--- config.mk ---
export PLATFORM = sky130hd
export DESIGN_NAME = frame_rate_pacer_with_vsync_tracking_core
export DESIGN_NICKNAME = d
export VERILOG_FILES = /design/src/rtl/frpv_pkg.sv /design/src/rtl/frpv_div.sv /design/src/rtl/frpv_mac.sv /design/src/rtl/frame_rate_pacer_with_vsync_tracking_core.sv
export SDC_FILE = /design/constraint.sdc
export NUM_CORES = 2
export LEC_CHECK = 0
export ABC_AREA = 0
export BUFFER_PORTS_ARGS = -buffer_cell sky130_fd_sc_hd__buf_2
export CORE_AREA = 5 5 444 336
export DETAILED_ROUTE_END_ITERATION = 16
export DIE_AREA = 0 0 449 341
export PLACE_DENSITY_LB_ADDON = 0.12
export RECOVER_POWER = 100
export SETUP_SLACK_MARGIN = 0.2
export SYNTH_ARGS = -nofsm -noshare
export SYNTH_HDL_FRONTEND = slang
export SYNTH_SLANG_ARGS = --single-unit
export TNS_END_PERCENT = 100
--- constraint.sdc ---
create_clock -name clk_i -period 12.2 [get_ports clk_i]
set_input_delay 0.61 -clock clk_i [delete_from_list [all_inputs] [get_ports clk_i]]
set_output_delay 0.61 -clock clk_i [all_outputs]
set_load 0.02 [all_outputs]
--- src/rtl/frpv_pkg.sv ---
// ----------------------------------------------------------------------------
// frpv_pkg: shared types and constants
// Shared types and constants for the frame rate pacer with vsync tracking.
// ----------------------------------------------------------------------------
package frpv_pkg;

  localparam logic [23:0] Rate60 = 24'd3932160;
  localparam logic [23:0] RateMin = 24'd3276800;
  localparam logic [23:0] RateMax = 24'd7864320;
  localparam logic [35:0] RateNum = 36'd65536000000;
  localparam logic [8:0] CheckPeriod = 9'd300;
  // Moving average weights in Q0.16: the kept share and the new share.
  localparam logic [16:0] EmaKeep = 17'd64881;
  localparam logic [16:0] EmaAlpha = 17'd655;

  typedef enum logic [1:0] {
    OP_STEP  = 2'd0,
    OP_VSYNC = 2'd1,
    OP_RESET = 2'd2,
    OP_INIT  = 2'd3
  } op_e;

  typedef enum logic [1:0] {
    REG_GAME = 2'd0,
    REG_NOM  = 2'd1,
    REG_TOL  = 2'd2,
    REG_WARM = 2'd3
  } reg_e;

  typedef enum logic [2:0] {
    ST_IDLE,
    ST_DIV,
    ST_MUL_OLD,
    ST_MUL_NEW,
    ST_CHECK,
    ST_TOL_START,
    ST_TOL
  } state_e;

endpackage

--- src/rtl/frpv_div.sv ---
// ----------------------------------------------------------------------------
// frpv_div: bit-serial rate divider
// Restoring division of the fixed rate numerator by the vsync interval,
// one quotient bit per cycle.
// ----------------------------------------------------------------------------
module frpv_div #(
  parameter int unsigned TimeWidth = 64
) (
  input  logic                 clk_i,
  input  logic                 rst_ni,
  input  logic                 start_i,
  input  logic [TimeWidth-1:0] divisor_i,
  output logic                 busy_o,
  output logic [35:0]          quot_o
);

  localparam int unsigned CmpW = (TimeWidth > 37) ? TimeWidth : 37;

  logic [35:0]          num_q;
  logic [35:0]          rem_q;
  logic [TimeWidth-1:0] dvs_q;
  logic [5:0]           cnt_q;
  logic                 busy_q;
  logic [36:0]          trial;
  logic [35:0]          diff;
  logic                 fits;

  always_comb begin
    trial = {rem_q, num_q[35]};
    // A divisor wider than the partial remainder simply never fits.
    fits  = CmpW'(trial) >= CmpW'(dvs_q);
    diff  = 36'(trial - 37'(dvs_q));
  end

  always_ff @(posedge clk_i or negedge rst_ni) begin
    if (!rst_ni) begin
      busy_q <= 1'b0;
      cnt_q  <= '0;
    end else if (start_i) begin
      busy_q <= 1'b1;
      cnt_q  <= 6'd35;
    end else if (busy_q) begin
      cnt_q <= cnt_q - 6'd1;
      if (cnt_q == '0) begin
        busy_q <= 1'b0;
      end
    end
  end

  always_ff @(posedge clk_i) begin
    if (start_i) begin
      num_q <= frpv_pkg::RateNum;
      rem_q <= '0;
      dvs_q <= divisor_i;
    end else if (busy_q) begin
      rem_q <= fits ? diff : trial[35:0];
      num_q <= {num_q[34:0], fits};
    end
  end

  assign quot_o = num_q;
  assign busy_o = busy_q;

endmodule

--- src/rtl/frpv_mac.sv ---
// ----------------------------------------------------------------------------
// frpv_mac: serial multiply unit
// Shift-and-add multiplier: a 24-bit multiplicand times a 17-bit multiplier,
// one multiplier bit per cycle.
// ----------------------------------------------------------------------------
module frpv_mac (
  input  logic        clk_i,
  input  logic        rst_ni,
  input  logic        start_i,
  input  logic [23:0] a_i,
  input  logic [16:0] b_i,
  output logic        busy_o,
  output logic [40:0] prod_o
);

  logic [40:0] acc_q;
  logic [40:0] a_q;
  logic [16:0] b_q;
  logic [4:0]  cnt_q;
  logic        busy_q;

  always_ff @(posedge clk_i or negedge rst_ni) begin
    if (!rst_ni) begin
      busy_q <= 1'b0;
      cnt_q  <= '0;
    end else if (start_i) begin
      busy_q <= 1'b1;
      cnt_q  <= 5'd16;
    end else if (busy_q) begin
      cnt_q <= cnt_q - 5'd1;
      if (cnt_q == '0) begin
        busy_q <= 1'b0;
      end
    end
  end

  always_ff @(posedge clk_i) begin
    if (start_i) begin
      acc_q <= '0;
      a_q   <= {17'd0, a_i};
      b_q   <= b_i;
    end else if (busy_q) begin
      if (b_q[0]) begin
        acc_q <= acc_q + a_q;
      end
      a_q <= {a_q[39:0], 1'b0};
      b_q <= {1'b0, b_q[16:1]};
    end
  end

  assign busy_o = busy_q;
  assign prod_o = acc_q;

endmodule

--- src/rtl/frame_rate_pacer_with_vsync_tracking_core.sv ---
// ----------------------------------------------------------------------------
// frame_rate_pacer_with_vsync_tracking_core: frame rate pacer top level
// Bresenham frame pacer with vsync rate measurement, moving average and
// drift correction.
// ----------------------------------------------------------------------------
// Channel   Dir  Contents, lowest bits first
// s_axis    in   tdata = op[1:0], timestamp_us[65:2]
// m_axis    out  tdata = step_frame, pass_through, stable, measured, display, drift
// apb       in   four configuration registers at byte addresses 0,4,8,12
//
// Step and accumulator reset transactions, and a vsync that forms no interval,
// show their result the cycle after acceptance; init waits for the serial
// tolerance product. Other vsyncs run the serial divider (a rejected rate ends
// there), two serial multiplies for the moving average once it holds a sample,
// and the tolerance product when a drift reloads the display rate. One
// transaction is in flight at a time; the next input is taken the cycle after
// the result leaves. Reset restores the power-up rates; there is no clearing pass.
module frame_rate_pacer_with_vsync_tracking_core #(
  parameter int unsigned TIME_WIDTH = 64
) (
  input  logic        clk_i,
  input  logic        rst_ni,
  input  logic        s_axis_tvalid,
  output logic        s_axis_tready,
  input  logic [71:0] s_axis_tdata,   // op[1:0], timestamp_us[65:2], zero pad
  output logic        m_axis_tvalid,
  input  logic        m_axis_tready,
  // step_frame[0], pass_through[1], stable[2], measured_rate_q16[26:3],
  // display_rate_q16[50:27], drift_applied[51], zero pad
  output logic [55:0] m_axis_tdata,
  input  logic        psel,
  input  logic        penable,
  input  logic        pwrite,
  input  logic [3:0]  paddr,
  input  logic [31:0] pwdata,
  output logic [31:0] prdata,
  output logic        pready
);

  logic [23:0] game_reg_q, nom_reg_q;
  logic [15:0] tol_reg_q, warm_reg_q;
  logic [23:0] game_q, disp_q, avg_q, rate_q;
  logic [31:0] acc_q, cnt_q;
  logic [8:0]  per_q;
  logic [TIME_WIDTH-1:0] prev_q;
  logic        have_q, dir_q;
  logic        frame_q, drift_q;
  logic        out_v_q;
  logic [40:0] part_q;

  frpv_pkg::state_e state_q, state_d;
  frpv_pkg::op_e op;
  logic        dstart, dbusy, mstart, mbusy;
  logic [35:0] quot;
  logic [23:0] ma;
  logic [16:0] mb;
  logic [40:0] prod;
  logic        accept;
  logic [TIME_WIDTH-1:0] ts, interval;
  logic        skip_vsync;
  logic        in_band;
  logic [23:0] diffm, tdiff, init_rate;
  logic        tol_ok;
  logic [8:0]  per_n;
  logic [31:0] cnt_n;
  logic        check, drift_hit;
  logic        stable;
  logic [40:0] ema_sum;

  assign pready = 1'b1;
  assign op     = frpv_pkg::op_e'(s_axis_tdata[1:0]);
  assign ts     = s_axis_tdata[TIME_WIDTH+1:2];
  assign accept = s_axis_tvalid && s_axis_tready;
  assign s_axis_tready = (state_q == frpv_pkg::ST_IDLE) && !out_v_q;
  assign interval = ts - prev_q;
  // The first vsync, a zero interval and a saturated count form no sample.
  assign skip_vsync = !have_q || interval == '0 || cnt_q == '1;

  always_ff @(posedge clk_i or negedge rst_ni) begin
    if (!rst_ni) begin
      game_reg_q <= frpv_pkg::Rate60;
      nom_reg_q  <= frpv_pkg::Rate60;
      tol_reg_q  <= 16'd328;
      warm_reg_q <= 16'd120;
    end else if (psel && penable && pwrite) begin
      case (paddr[3:2])
        frpv_pkg::REG_GAME: game_reg_q <= pwdata[23:0];
        frpv_pkg::REG_NOM:  nom_reg_q  <= pwdata[23:0];
        frpv_pkg::REG_TOL:  tol_reg_q  <= pwdata[15:0];
        frpv_pkg::REG_WARM: warm_reg_q <= pwdata[15:0];
        default: ;
      endcase
    end
  end

  always_comb begin
    case (paddr[3:2])
      frpv_pkg::REG_GAME: prdata = {8'd0, game_reg_q};
      frpv_pkg::REG_NOM:  prdata = {8'd0, nom_reg_q};
      frpv_pkg::REG_TOL:  prdata = {16'd0, tol_reg_q};
      frpv_pkg::REG_WARM: prdata = {16'd0, warm_reg_q};
      default:            prdata = '0;
    endcase
  end

  frpv_div #(.TimeWidth(TIME_WIDTH)) u_div (
    .clk_i, .rst_ni, .start_i(dstart), .divisor_i(interval),
    .busy_o(dbusy), .quot_o(quot)
  );

  frpv_mac u_mac (
    .clk_i, .rst_ni, .start_i(mstart), .a_i(ma), .b_i(mb),
    .busy_o(mbusy), .prod_o(prod)
  );

  assign in_band   = quot[35:24] == '0 && quot[23:0] >= frpv_pkg::RateMin
                     && quot[23:0] <= frpv_pkg::RateMax;
  assign ema_sum   = part_q + prod + 41'd32768;
  assign diffm     = (avg_q > disp_q) ? avg_q - disp_q : disp_q - avg_q;
  assign tdiff     = (game_q > disp_q) ? game_q - disp_q : disp_q - game_q;
  assign tol_ok    = {1'b0, tdiff, 16'd0} < prod;
  assign init_rate = (nom_reg_q == '0) ? frpv_pkg::Rate60 : nom_reg_q;
  assign cnt_n     = cnt_q + 32'd1;
  assign per_n     = (per_q + 9'd1 >= frpv_pkg::CheckPeriod) ? 9'd0 : per_q + 9'd1;
  assign check     = cnt_q >= {16'd0, warm_reg_q}
                     && (cnt_q == {16'd0, warm_reg_q} || per_q == '0);
  assign drift_hit = check && ({10'd0, diffm} * 34'd1000) > {10'd0, disp_q};
  assign stable    = cnt_q >= {16'd0, warm_reg_q};

  always_comb begin
    state_d = state_q;
    case (state_q)
      frpv_pkg::ST_IDLE: begin
        if (accept && op == frpv_pkg::OP_INIT) begin
          state_d = frpv_pkg::ST_TOL_START;
        end else if (accept && op == frpv_pkg::OP_VSYNC && !skip_vsync) begin
          state_d = frpv_pkg::ST_DIV;
        end
      end
      frpv_pkg::ST_DIV: begin
        if (!dbusy) begin
          if (!in_band) begin
            state_d = frpv_pkg::ST_IDLE;
          end else if (avg_q == '0) begin
            state_d = frpv_pkg::ST_CHECK;
          end else begin
            state_d = frpv_pkg::ST_MUL_OLD;
          end
        end
      end
      frpv_pkg::ST_MUL_OLD: if (!mbusy) begin
        state_d = frpv_pkg::ST_MUL_NEW;
      end
      frpv_pkg::ST_MUL_NEW: if (!mbusy) begin
        state_d = frpv_pkg::ST_CHECK;
      end
      frpv_pkg::ST_CHECK: begin
        state_d = drift_hit ? frpv_pkg::ST_TOL_START : frpv_pkg::ST_IDLE;
      end
      frpv_pkg::ST_TOL_START: state_d = frpv_pkg::ST_TOL;
      frpv_pkg::ST_TOL: if (!mbusy) begin
        state_d = frpv_pkg::ST_IDLE;
      end
      default: state_d = frpv_pkg::ST_IDLE;
    endcase
  end

  // The multiplier serves the moving average (two passes) and the
  // tolerance product against the display rate just loaded (one pass).
  always_comb begin
    dstart = accept && op == frpv_pkg::OP_VSYNC && !skip_vsync;
    mstart = 1'b0;
    ma     = avg_q;
    mb     = frpv_pkg::EmaKeep;
    case (state_q)
      frpv_pkg::ST_DIV: mstart = !dbusy && in_band && avg_q != '0;
      frpv_pkg::ST_MUL_OLD: begin
        mstart = !mbusy;
        ma     = rate_q;
        mb     = frpv_pkg::EmaAlpha;
      end
      frpv_pkg::ST_TOL_START: begin
        mstart = 1'b1;
        ma     = disp_q;
        mb     = {1'b0, tol_reg_q};
      end
      default: ;
    endcase
  end

  always_ff @(posedge clk_i or negedge rst_ni) begin
    if (!rst_ni) begin
      state_q <= frpv_pkg::ST_IDLE;
      out_v_q <= 1'b0;
      frame_q <= 1'b0;
      drift_q <= 1'b0;
      acc_q   <= {8'd0, frpv_pkg::Rate60};
      disp_q  <= frpv_pkg::Rate60;
      game_q  <= frpv_pkg::Rate60;
      dir_q   <= 1'b0;
      avg_q   <= '0;
      rate_q  <= '0;
      part_q  <= '0;
      cnt_q   <= '0;
      per_q   <= '0;
      prev_q  <= '0;
      have_q  <= 1'b0;
    end else begin
      state_q <= state_d;
      if (m_axis_tvalid && m_axis_tready) begin
        out_v_q <= 1'b0;
      end
      case (state_q)
        frpv_pkg::ST_IDLE: if (accept) begin
          frame_q <= 1'b0;
          drift_q <= 1'b0;
          case (op)
            frpv_pkg::OP_STEP: begin
              if (dir_q) begin
                frame_q <= 1'b1;
              end else if (acc_q >= {8'd0, disp_q}) begin
                acc_q   <= acc_q - {8'd0, disp_q} + {8'd0, game_q};
                frame_q <= 1'b1;
              end else begin
                acc_q <= acc_q + {8'd0, game_q};
              end
              out_v_q <= 1'b1;
            end
            frpv_pkg::OP_VSYNC: begin
              prev_q <= ts;
              have_q <= 1'b1;
              if (skip_vsync) begin
                out_v_q <= 1'b1;
              end
            end
            frpv_pkg::OP_RESET: begin
              acc_q   <= {8'd0, disp_q};
              out_v_q <= 1'b1;
            end
            frpv_pkg::OP_INIT: begin
              game_q <= game_reg_q;
              disp_q <= init_rate;
              acc_q  <= {8'd0, init_rate};
              avg_q  <= '0;
              prev_q <= '0;
              have_q <= 1'b0;
              cnt_q  <= '0;
              per_q  <= '0;
            end
            default: ;
          endcase
        end
        frpv_pkg::ST_DIV: if (!dbusy) begin
          rate_q <= quot[23:0];
          if (!in_band) begin
            out_v_q <= 1'b1;
          end else begin
            cnt_q <= cnt_n;
            per_q <= per_n;
            if (avg_q == '0) begin
              avg_q <= quot[23:0];
            end
          end
        end
        frpv_pkg::ST_MUL_OLD: if (!mbusy) begin
          part_q <= prod;
        end
        frpv_pkg::ST_MUL_NEW: if (!mbusy) begin
          avg_q <= ema_sum[39:16];
        end
        frpv_pkg::ST_CHECK: begin
          if (drift_hit) begin
            disp_q  <= avg_q;
            acc_q   <= {8'd0, avg_q};
            drift_q <= 1'b1;
          end else begin
            out_v_q <= 1'b1;
          end
        end
        frpv_pkg::ST_TOL: if (!mbusy) begin
          dir_q   <= tol_ok;
          out_v_q <= 1'b1;
        end
        default: ;
      endcase
    end
  end

  assign m_axis_tvalid = out_v_q;
  assign m_axis_tdata  = {4'd0, drift_q, disp_q, stable ? avg_q : 24'd0, stable, dir_q,
                          frame_q};

  a_one_item : assert property (@(posedge clk_i) disable iff (!rst_ni)
    s_axis_tready |-> !m_axis_tvalid) else $error("input taken with result pending");
  a_idle_out : assert property (@(posedge clk_i) disable iff (!rst_ni)
    m_axis_tvalid |-> state_q == frpv_pkg::ST_IDLE) else $error("result shown mid sequence");
  a_out_hold : assert property (@(posedge clk_i) disable iff (!rst_ni)
    (m_axis_tvalid && !m_axis_tready) |=> (m_axis_tvalid && $stable(m_axis_tdata)))
    else $error("result changed while stalled");
  a_drift_vsync : assert property (@(posedge clk_i) disable iff (!rst_ni)
    (m_axis_tvalid && m_axis_tdata[51]) |-> m_axis_tdata[50:27] != '0)
    else $error("drift reload to zero rate");

endmodule

== Word level (Yosys, flattened, before mapping) ==
Index checks and enable logic that the tools add are counted.

* Register bits after elaboration: 609
* Logic and storage cells: 220

* $add $sub $neg: 16
* $mul: 1
* Order comparisons: 10
* Equal/unequal tests: 26
* Muxes and demuxes: 78
* Bitwise logic cells: 2
* Reductions and logical operators: 57

{| class="wikitable"
|+ Operator list
! cell !! count
|-
| two-way mux 24 bit || 15
|-
| two-way mux 32 bit || 8
|-
| one-hot mux 32 bit (2 select lines) || 2
|-
| one-hot mux 32 bit (4 select lines) || 1
|-
| one-hot mux 64 bit (2 select lines) || 1
|-
| one-hot mux 24 bit (2 select lines) || 2
|-
| one-hot mux 32 bit (3 select lines) || 1
|-
| subtractor 24 bit || 4
|-
| one-hot mux 24 bit (3 select lines) || 1
|-
| adder 32 x 24 -> 32 bit || 2
|-
| >= comparator 37 x 64 -> 1 bit || 1
|-
| logical NOT 64 bit || 1
|-
| subtractor 64 bit || 1
|-
| greater-than comparator 24 bit || 2
|-
| logical NOT 24 bit || 2
|-
| two-way mux 9 bit || 5
|-
| adder 41 bit || 1
|-
| < comparator 40 x 41 -> 1 bit || 1
|-
| adder 40 x 16 -> 40 bit, second input constant || 1
|-
| adder 40 bit || 1
|-
| two-way mux 36 bit || 1
|-
| subtractor 36 bit || 1
|-
| greater-than comparator 34 x 24 -> 1 bit || 1
|-
| two-way mux 17 bit || 2
|-
| other kinds (52) || 132
|}

== Longest topological paths before layout ==
* Depth in word-level cells: 9
* Mapped depth: 46
* Gate-level depth less buffers: 41

== Modules after synthesis ==
From an unflattened synthesis, not the netlist that was laid out.

* Cell total of the unflattened synthesis: 5920
* Area, all modules: 51394.3 um^2

{| class="wikitable"
|+ Modules (own cells, without submodules)
! module !! times used !! cells an instance !! area each (um^2) !! sequential area each (um^2)
|-
| frame_rate_pacer_with_vsync_tracking_core || 1 || 4476 || 37661.1 || 9067.4
|-
| frpv_div || 1 || 773 || 7482.2 || 3538.4
|-
| frpv_mac || 1 || 671 || 6251.0 || 2542.4
|}

== Worst setup path after synthesis ==
Ideal clock, no wire load.

* Path type: flip-flop to flip-flop
* From: register disp_q[1]
* To: register acc_q[30]
* Arrival time: 9.527 ns
* Required time: 12.076 ns
* Path slack: 2.549 ns
* Stages on the path, launching flop included: 41
* Period minus slack after synthesis: 9.651 ns
* Path through: dfrtp_1 inv_1 fa_1 a211oi_1 o21ai_0 nand2_1 a21bo_1 buf_1 clkbuf_1 mux2i_1 o221ai_1 a21oi_1 xor2_1 inv_1 ha_1 inv_1 fa_1 fa_1 [... 5 more ...] a21oi_1 o21ai_0 a21oi_1 xnor2_1 ha_1 a21o_1 a21o_1 a21oi_1 nor2b_1 o21ai_0 nand2_1 o32a_1 nor4_1 a211oi_2 a21o_1 buf_4 buf_2 a211o_1

* Longest elaborated chain between the ends: 7
* Elaborated cells on any way between the ends: 17
* Classes of those cells: add/sub: 4; mul: 1; order compare: 3; eq/ne: 1; mux: 6; reduce/logical: 2

{| class="wikitable"
|+ Ends and longest elaborated chain
! item !! line !! text
|-
| start, declared || frame_rate_pacer_with_vsync_tracking_core.sv:42 || <nowiki>logic [23:0] game_q, disp_q, avg_q, rate_q;</nowiki>
|-
| start signal, assigned || frame_rate_pacer_with_vsync_tracking_core.sv:198 || <nowiki>disp_q <= frpv_pkg::Rate60;</nowiki>
|-
| start signal, assigned || frame_rate_pacer_with_vsync_tracking_core.sv:242 || <nowiki>disp_q <= init_rate;</nowiki>
|-
| start signal, assigned || frame_rate_pacer_with_vsync_tracking_core.sv:273 || <nowiki>disp_q <= avg_q;</nowiki>
|-
| subtractor 24 bit, or another cell as far along || frame_rate_pacer_with_vsync_tracking_core.sv:119 || <nowiki>assign diffm = (avg_q > disp_q) ? avg_q - disp_q : disp_q - avg_q;</nowiki>
|-
| two-way mux 24 bit / adder 32 x 24 -> 32 bit (equally long branches) || frame_rate_pacer_with_vsync_tracking_core.sv:119, frame_rate_pacer_with_vsync_tracking_core.sv:222 ||
|-
| multiplier 24 x 7 -> 31 bit / two-way mux 32 bit (equally long branches) || frame_rate_pacer_with_vsync_tracking_core.sv:127, frame_rate_pacer_with_vsync_tracking_core.sv:221 ||
|-
| greater-than comparator 34 x 24 -> 1 bit / two-way mux 32 bit (equally long branches) || frame_rate_pacer_with_vsync_tracking_core.sv:127, frame_rate_pacer_with_vsync_tracking_core.sv:219 ||
|-
| logical AND 1 bit / one-hot mux 32 bit (3 select lines) (equally long branches) || frame_rate_pacer_with_vsync_tracking_core.sv:127, frame_rate_pacer_with_vsync_tracking_core.sv:217 ||
|-
| != test 2 bit (no source line) / two-way mux 32 bit (equally long branches) || - ||
|-
| AND reduction 5 bit (no source line) / one-hot mux 32 bit (2 select lines) (equally long branches) || - ||
|-
| end signal, assigned || frame_rate_pacer_with_vsync_tracking_core.sv:197 || <nowiki>acc_q <= {8'd0, frpv_pkg::Rate60};</nowiki>
|-
| end signal, assigned || frame_rate_pacer_with_vsync_tracking_core.sv:222 || <nowiki>acc_q <= acc_q - {8'd0, disp_q} + {8'd0, game_q};</nowiki>
|-
| end signal, assigned || frame_rate_pacer_with_vsync_tracking_core.sv:225 || <nowiki>acc_q <= acc_q + {8'd0, game_q};</nowiki>
|-
| end, declared || frame_rate_pacer_with_vsync_tracking_core.sv:43 || <nowiki>logic [31:0] acc_q, cnt_q;</nowiki>
|}

Parallel ways exist; a longest one is shown, timed or not. The select of a mux whose other input is x is not followed.
A chain may end at the register's enable or synchronous reset.

== Worst setup path after layout ==
* From: register disp_q[3]
* To: register disp_q[20]

* Longest elaborated chain between the ends: 7
* Elaborated cells on any way between the ends: 9
* Classes of those cells: add/sub: 2; mul: 1; order compare: 2; eq/ne: 1; mux: 1; reduce/logical: 2

{| class="wikitable"
|+ Ends and longest elaborated chain
! item !! line !! text
|-
| subtractor 24 bit / greater-than comparator 24 bit (equally long branches) || frame_rate_pacer_with_vsync_tracking_core.sv:119 ||
|-
| two-way mux 24 bit || frame_rate_pacer_with_vsync_tracking_core.sv:119 ||
|-
| multiplier 24 x 7 -> 31 bit || frame_rate_pacer_with_vsync_tracking_core.sv:127 || <nowiki>assign drift_hit = check && ({10'd0, diffm} * 34'd1000) > {10'd0, disp_q};</nowiki>
|-
| greater-than comparator 34 x 24 -> 1 bit * || frame_rate_pacer_with_vsync_tracking_core.sv:127 ||
|-
| logical AND 1 bit * || frame_rate_pacer_with_vsync_tracking_core.sv:127 ||
|-
| != test 2 bit (no source line) * || - ||
|-
| AND reduction 4 bit (no source line) * || - ||
|}

Every way passes the cells marked *; elsewhere a longest branch is shown, timed or not.

==> results by group <==
Synth
  • Mean Syn Cell Area: around 8.7 um2
  • Largest family of logic cells by synthesized area: compound AO/OA/AOI/OAI gates
  • Sequential-to-total area share from yosys stat: 0.301
  • Yosys warnings: 0
  • Synth Register Bits: 608
  • Post-synthesis cell area: roughly 50000 um2
  • Post-synthesis simple-gate area fraction: 0.146
  • Post-synth EDFFs: around 100
  • Distinct cells, synth: between 90 and 100
  • Most used DFF post-synth: dfrtp_1
  • Post-Syn Instances: ~5800
  • Mux share of post-synthesis cell area: 0.0659
  • Compound-cell area share of the yosys netlist: 0.196
  • Adder-cell share of the synthesized area: 0.177
  • Fraction of registers with async set/reset: 0.615
  • XOR/XNOR share of the synthesized area: 0.0526

STA
  • Final Cycle Share: 0.919
  • Setup Skew: 0.0387 ns
  • Slew HR: -2.50
  • Setup TNS: 0 ns
  • Final Slew Violations: 1148
  • Minimum clock period: roughly 11 ns
  • Final hold vios: 0
  • Achievable Freq: between 0.08 and 0.09 GHz
  • Least-Margin Pin Slew: about 5.2 ns
  • RSZ-0062 raised after global routing: no
  • Final setup viols: 0

Floorplan
  • Die footprint: roughly 150000 um2
  • CORE AREA: around 140000 um2
  • Die H: between 300 and 400 um
  • Row count: approximately 120
  • I/O pin count: ~210
  • Starting Density: 0.347
  • Die width: 449 um

CTS
  • Setup Buffers After CTS: 0
  • Clock Sink Count: roughly 610
  • Root Driver: clkbuf_16
  • Cts hold-fix bufs: 1
  • CTS tree: yes
  • Post-cts resize count: 0
  • Clock-pin transition on the worst setup and hold timing paths: roughly 0.070 ns
  • H-tree depth: 3
  • Worst-skew pair later-pin latency: around 0.7 ns
  • Inserted Clock Buffers: 75
  • Bufs on Longest Clock Path: 3

Cells and area
  • Core Util, Final: 0.385
  • # nets final: roughly 6700
  • Share of post-route cells with drive strength above 1: 0.0938
  • Area Overhead vs Synth: 10.9%
  • Fillcell total: about 15000

Global routing
  • Global-route wire length before repair: 267000 um
  • Initial antenna violation count: 12
  • Largest net degree at the start of global routing: about 150
  • Tot GR Track Use: 0.226
  • Via count of the first global-routing pass: about 40000
  • Total overflow reported by the global router: 0

Setup path
  • RR Endpoint: disp_q[20]$_DFFE_PN1P_
  • Reg2Reg Depth: 40
  • Critical path's largest stage delay: 0.62 ns
  • Critical path arrival: about 12 ns
  • R2r setup slk: 0.99 ns
  • Crit path max fanout: 22
  • CP startpoint kind: flip-flop
  • Req. time, crit path: 12.79 ns
  • Critical-path top delay cell: a21bo_1
  • Critical path class: reg -> reg
  • CP Capture Type: flip-flop
  • Beginning of the worst register-to-register path: disp_q[3]$_DFFE_PN0P_

Outcome
  • Status: finished, violations left
  • Failing checks: max-capacitance violations, max-slew violations

Min path
  • Hold path start: s_axis_tdata[20]
  • Tightest Hold Check Type: in -> reg
  • Worst hold stages: 3
  • Hold endpoint: prev_q[18]$_DFFE_PN0P_

Routing
  • Remaining DRCs: 0
  • DRT Pass-1 Iters: 6
  • Drt total wl: between 150000 and 200000 um
  • DR vias: approximately 43000
  • Antenna viol nets, final: 0
  • 1st-iter DRT viols: between 3000 and 4000
  • Vias/cell: around 5.5
  • DR WL/cell: 22.6 um

Placed design
  • Dpl hpwl: between 100000 and 150000 um
  • GPL Wtd Cong: slightly above 0.9
  • Port bufs: between 150 and 200

Run
  • MaxCap Viol Count: 22
worst max-delay path, delay by kind of cell (launching register included):
| kind | cells | cell delay, ns |
|---|---|---|
| xor+xnor | 2 | 0.73 |
| fa+ha+maj | 7 | 2.83 |
| simple gates | 6 | 0.88 |
| mux | 1 | 0.41 |
| compound gates | 19 | 4.64 |
| flops | 1 | 0.53 |
| buf+inv | 5 | 1.10 |
per-stage QoR:
stage / setup slack (ns) / cells / instance area (um2) / hold slack (ns)
floorplan: 2.55 / 5794 / 50200 / 0.314
global placement: 1.26 / 7736 / 53400 / 0.464
detailed placement: 1.20 / 7736 / 53400 / 0.471
CTS: 1.16 / 7877 / 55900 / 0.116
global route: 0.257 / 7877 / 55600 / 0.144
finish: 0.994 / 7878 / 55600 / 0.178
final cells by class:
cell class / count / area (um2) / area share
Sequential cell: 608 / 15100 / 0.272
Antenna cell: 1 / 2.50 / 0.0000450
Clock inverter: 27 / 339 / 0.00610
Clock buffer: 113 / 2190 / 0.0394
Tap cell: 1906 / 2380 / 0.0429
Timing Repair Buffer: 281 / 1450 / 0.0261
Multi-Input combinational cell: 4404 / 32100 / 0.577
Inverter: 538 / 2020 / 0.0363
flip-flops by register name, summed over array words and instances (netlist names), 24 cells and up:
name          flops
prev_q           64
rate_q           24
part_q           40
acc_q            32
u_div.quot_o     36
u_mac.a_q        41
u_div.rem_q      36
disp_q           24
nom_reg_q        24
avg_q            24
game_q           24
game_reg_q       24
u_mac.prod_o     41
cnt_q            32
u_div.dvs_q      64
worst max path at each step:
stage / start / end / slack (ns)
floorplan: disp_q[1]$_DFFE_PN0P_ / acc_q[30]$_DFFE_PN0P_ / 2.55
global placement: disp_q[3]$_DFFE_PN0P_ / acc_q[31]$_DFFE_PN0P_ / 1.26
detailed placement: disp_q[3]$_DFFE_PN0P_ / acc_q[31]$_DFFE_PN0P_ / 1.20
CTS: disp_q[3]$_DFFE_PN0P_ / acc_q[31]$_DFFE_PN0P_ / 1.16
global route: disp_q[3]$_DFFE_PN0P_ / disp_q[20]$_DFFE_PN1P_ / 0.26
finish: disp_q[3]$_DFFE_PN0P_ / disp_q[20]$_DFFE_PN1P_ / 0.99
cell usage after synthesis (51+ instances only):
master,instances,area share
a21o_1,176,0.026
edfxtp_1,104,0.062
nor2_1,497,0.037
o21a_1,51,0.0076
a211oi_1,70,0.010
nor4_1,62,0.0077
fa_1,111,0.044
mux2i_1,105,0.021
nand4_1,66,0.0082
nor2b_1,56,0.0070
o21ai_0,329,0.033
clkbuf_1,189,0.014
inv_1,537,0.040
o21bai_1,51,0.0076
a21oi_1,471,0.047
mux2_2,168,0.038
nand3_1,103,0.010
nor3_1,70,0.0070
nand2_1,558,0.042
nand2b_1,58,0.0072
dfrtp_1,347,0.17
dfxtp_1,130,0.052
xor2_1,117,0.020
a31oi_1,67,0.0084
xnor2_1,184,0.032
ha_1,531,0.13
cells by family after synthesis:
| kind of cell | Yosys count |
|---|---|
| flops | 608 |
| compound gates | 1551 |
| simple gates | 1607 |
| xor+xnor | 301 |
| buf+inv | 782 |
| fa+ha+maj | 643 |
| other cells | 2 |
| mux | 289 |
routing by layer:
| metal | vias up | track usage | share of wire |
|---|---|---|---|
| met3 | 164 | 0.0442 | 0.069 |
| met2 | 1135 | 0.309 | 0.39 |
| met1 | 20986 | 0.362 | 0.52 |
| met4 | 2 | 0.0441 | 0.019 |
| met5 | - | 0 | 0.000073 |
| li1 | 20711 | - | - |
placed cells by master, fill, tap and decap left out, drive strengths merged, types with 16 or more instances in the layout:
master / n
dfrtp: 347
dfxtp: 130
nor4: 64
a31oi: 67
nor3: 72
nand2b: 58
o21a: 51
a21o: 176
ha: 531
inv: 543
nand3: 103
fa: 111
o31ai: 23
nand4: 66
a211o: 26
clkbuf: 216
mux2i: 105
o211ai: 42
o21bai: 51
o221ai: 21
a211oi: 72
xor2: 117
o22ai: 25
nor2b: 56
dfstp: 27
or3: 25
and3: 31
xnor2: 184
edfxtp: 104
buf: 177
nand2: 559
mux2: 168
a21oi: 474
nor2: 498
o21ai: 337
mux4: 16
a22oi: 32
Power is left out: the tool's default activity adds up to more than one toggle a clock period on the data nets, which glitch-free logic cannot reach.
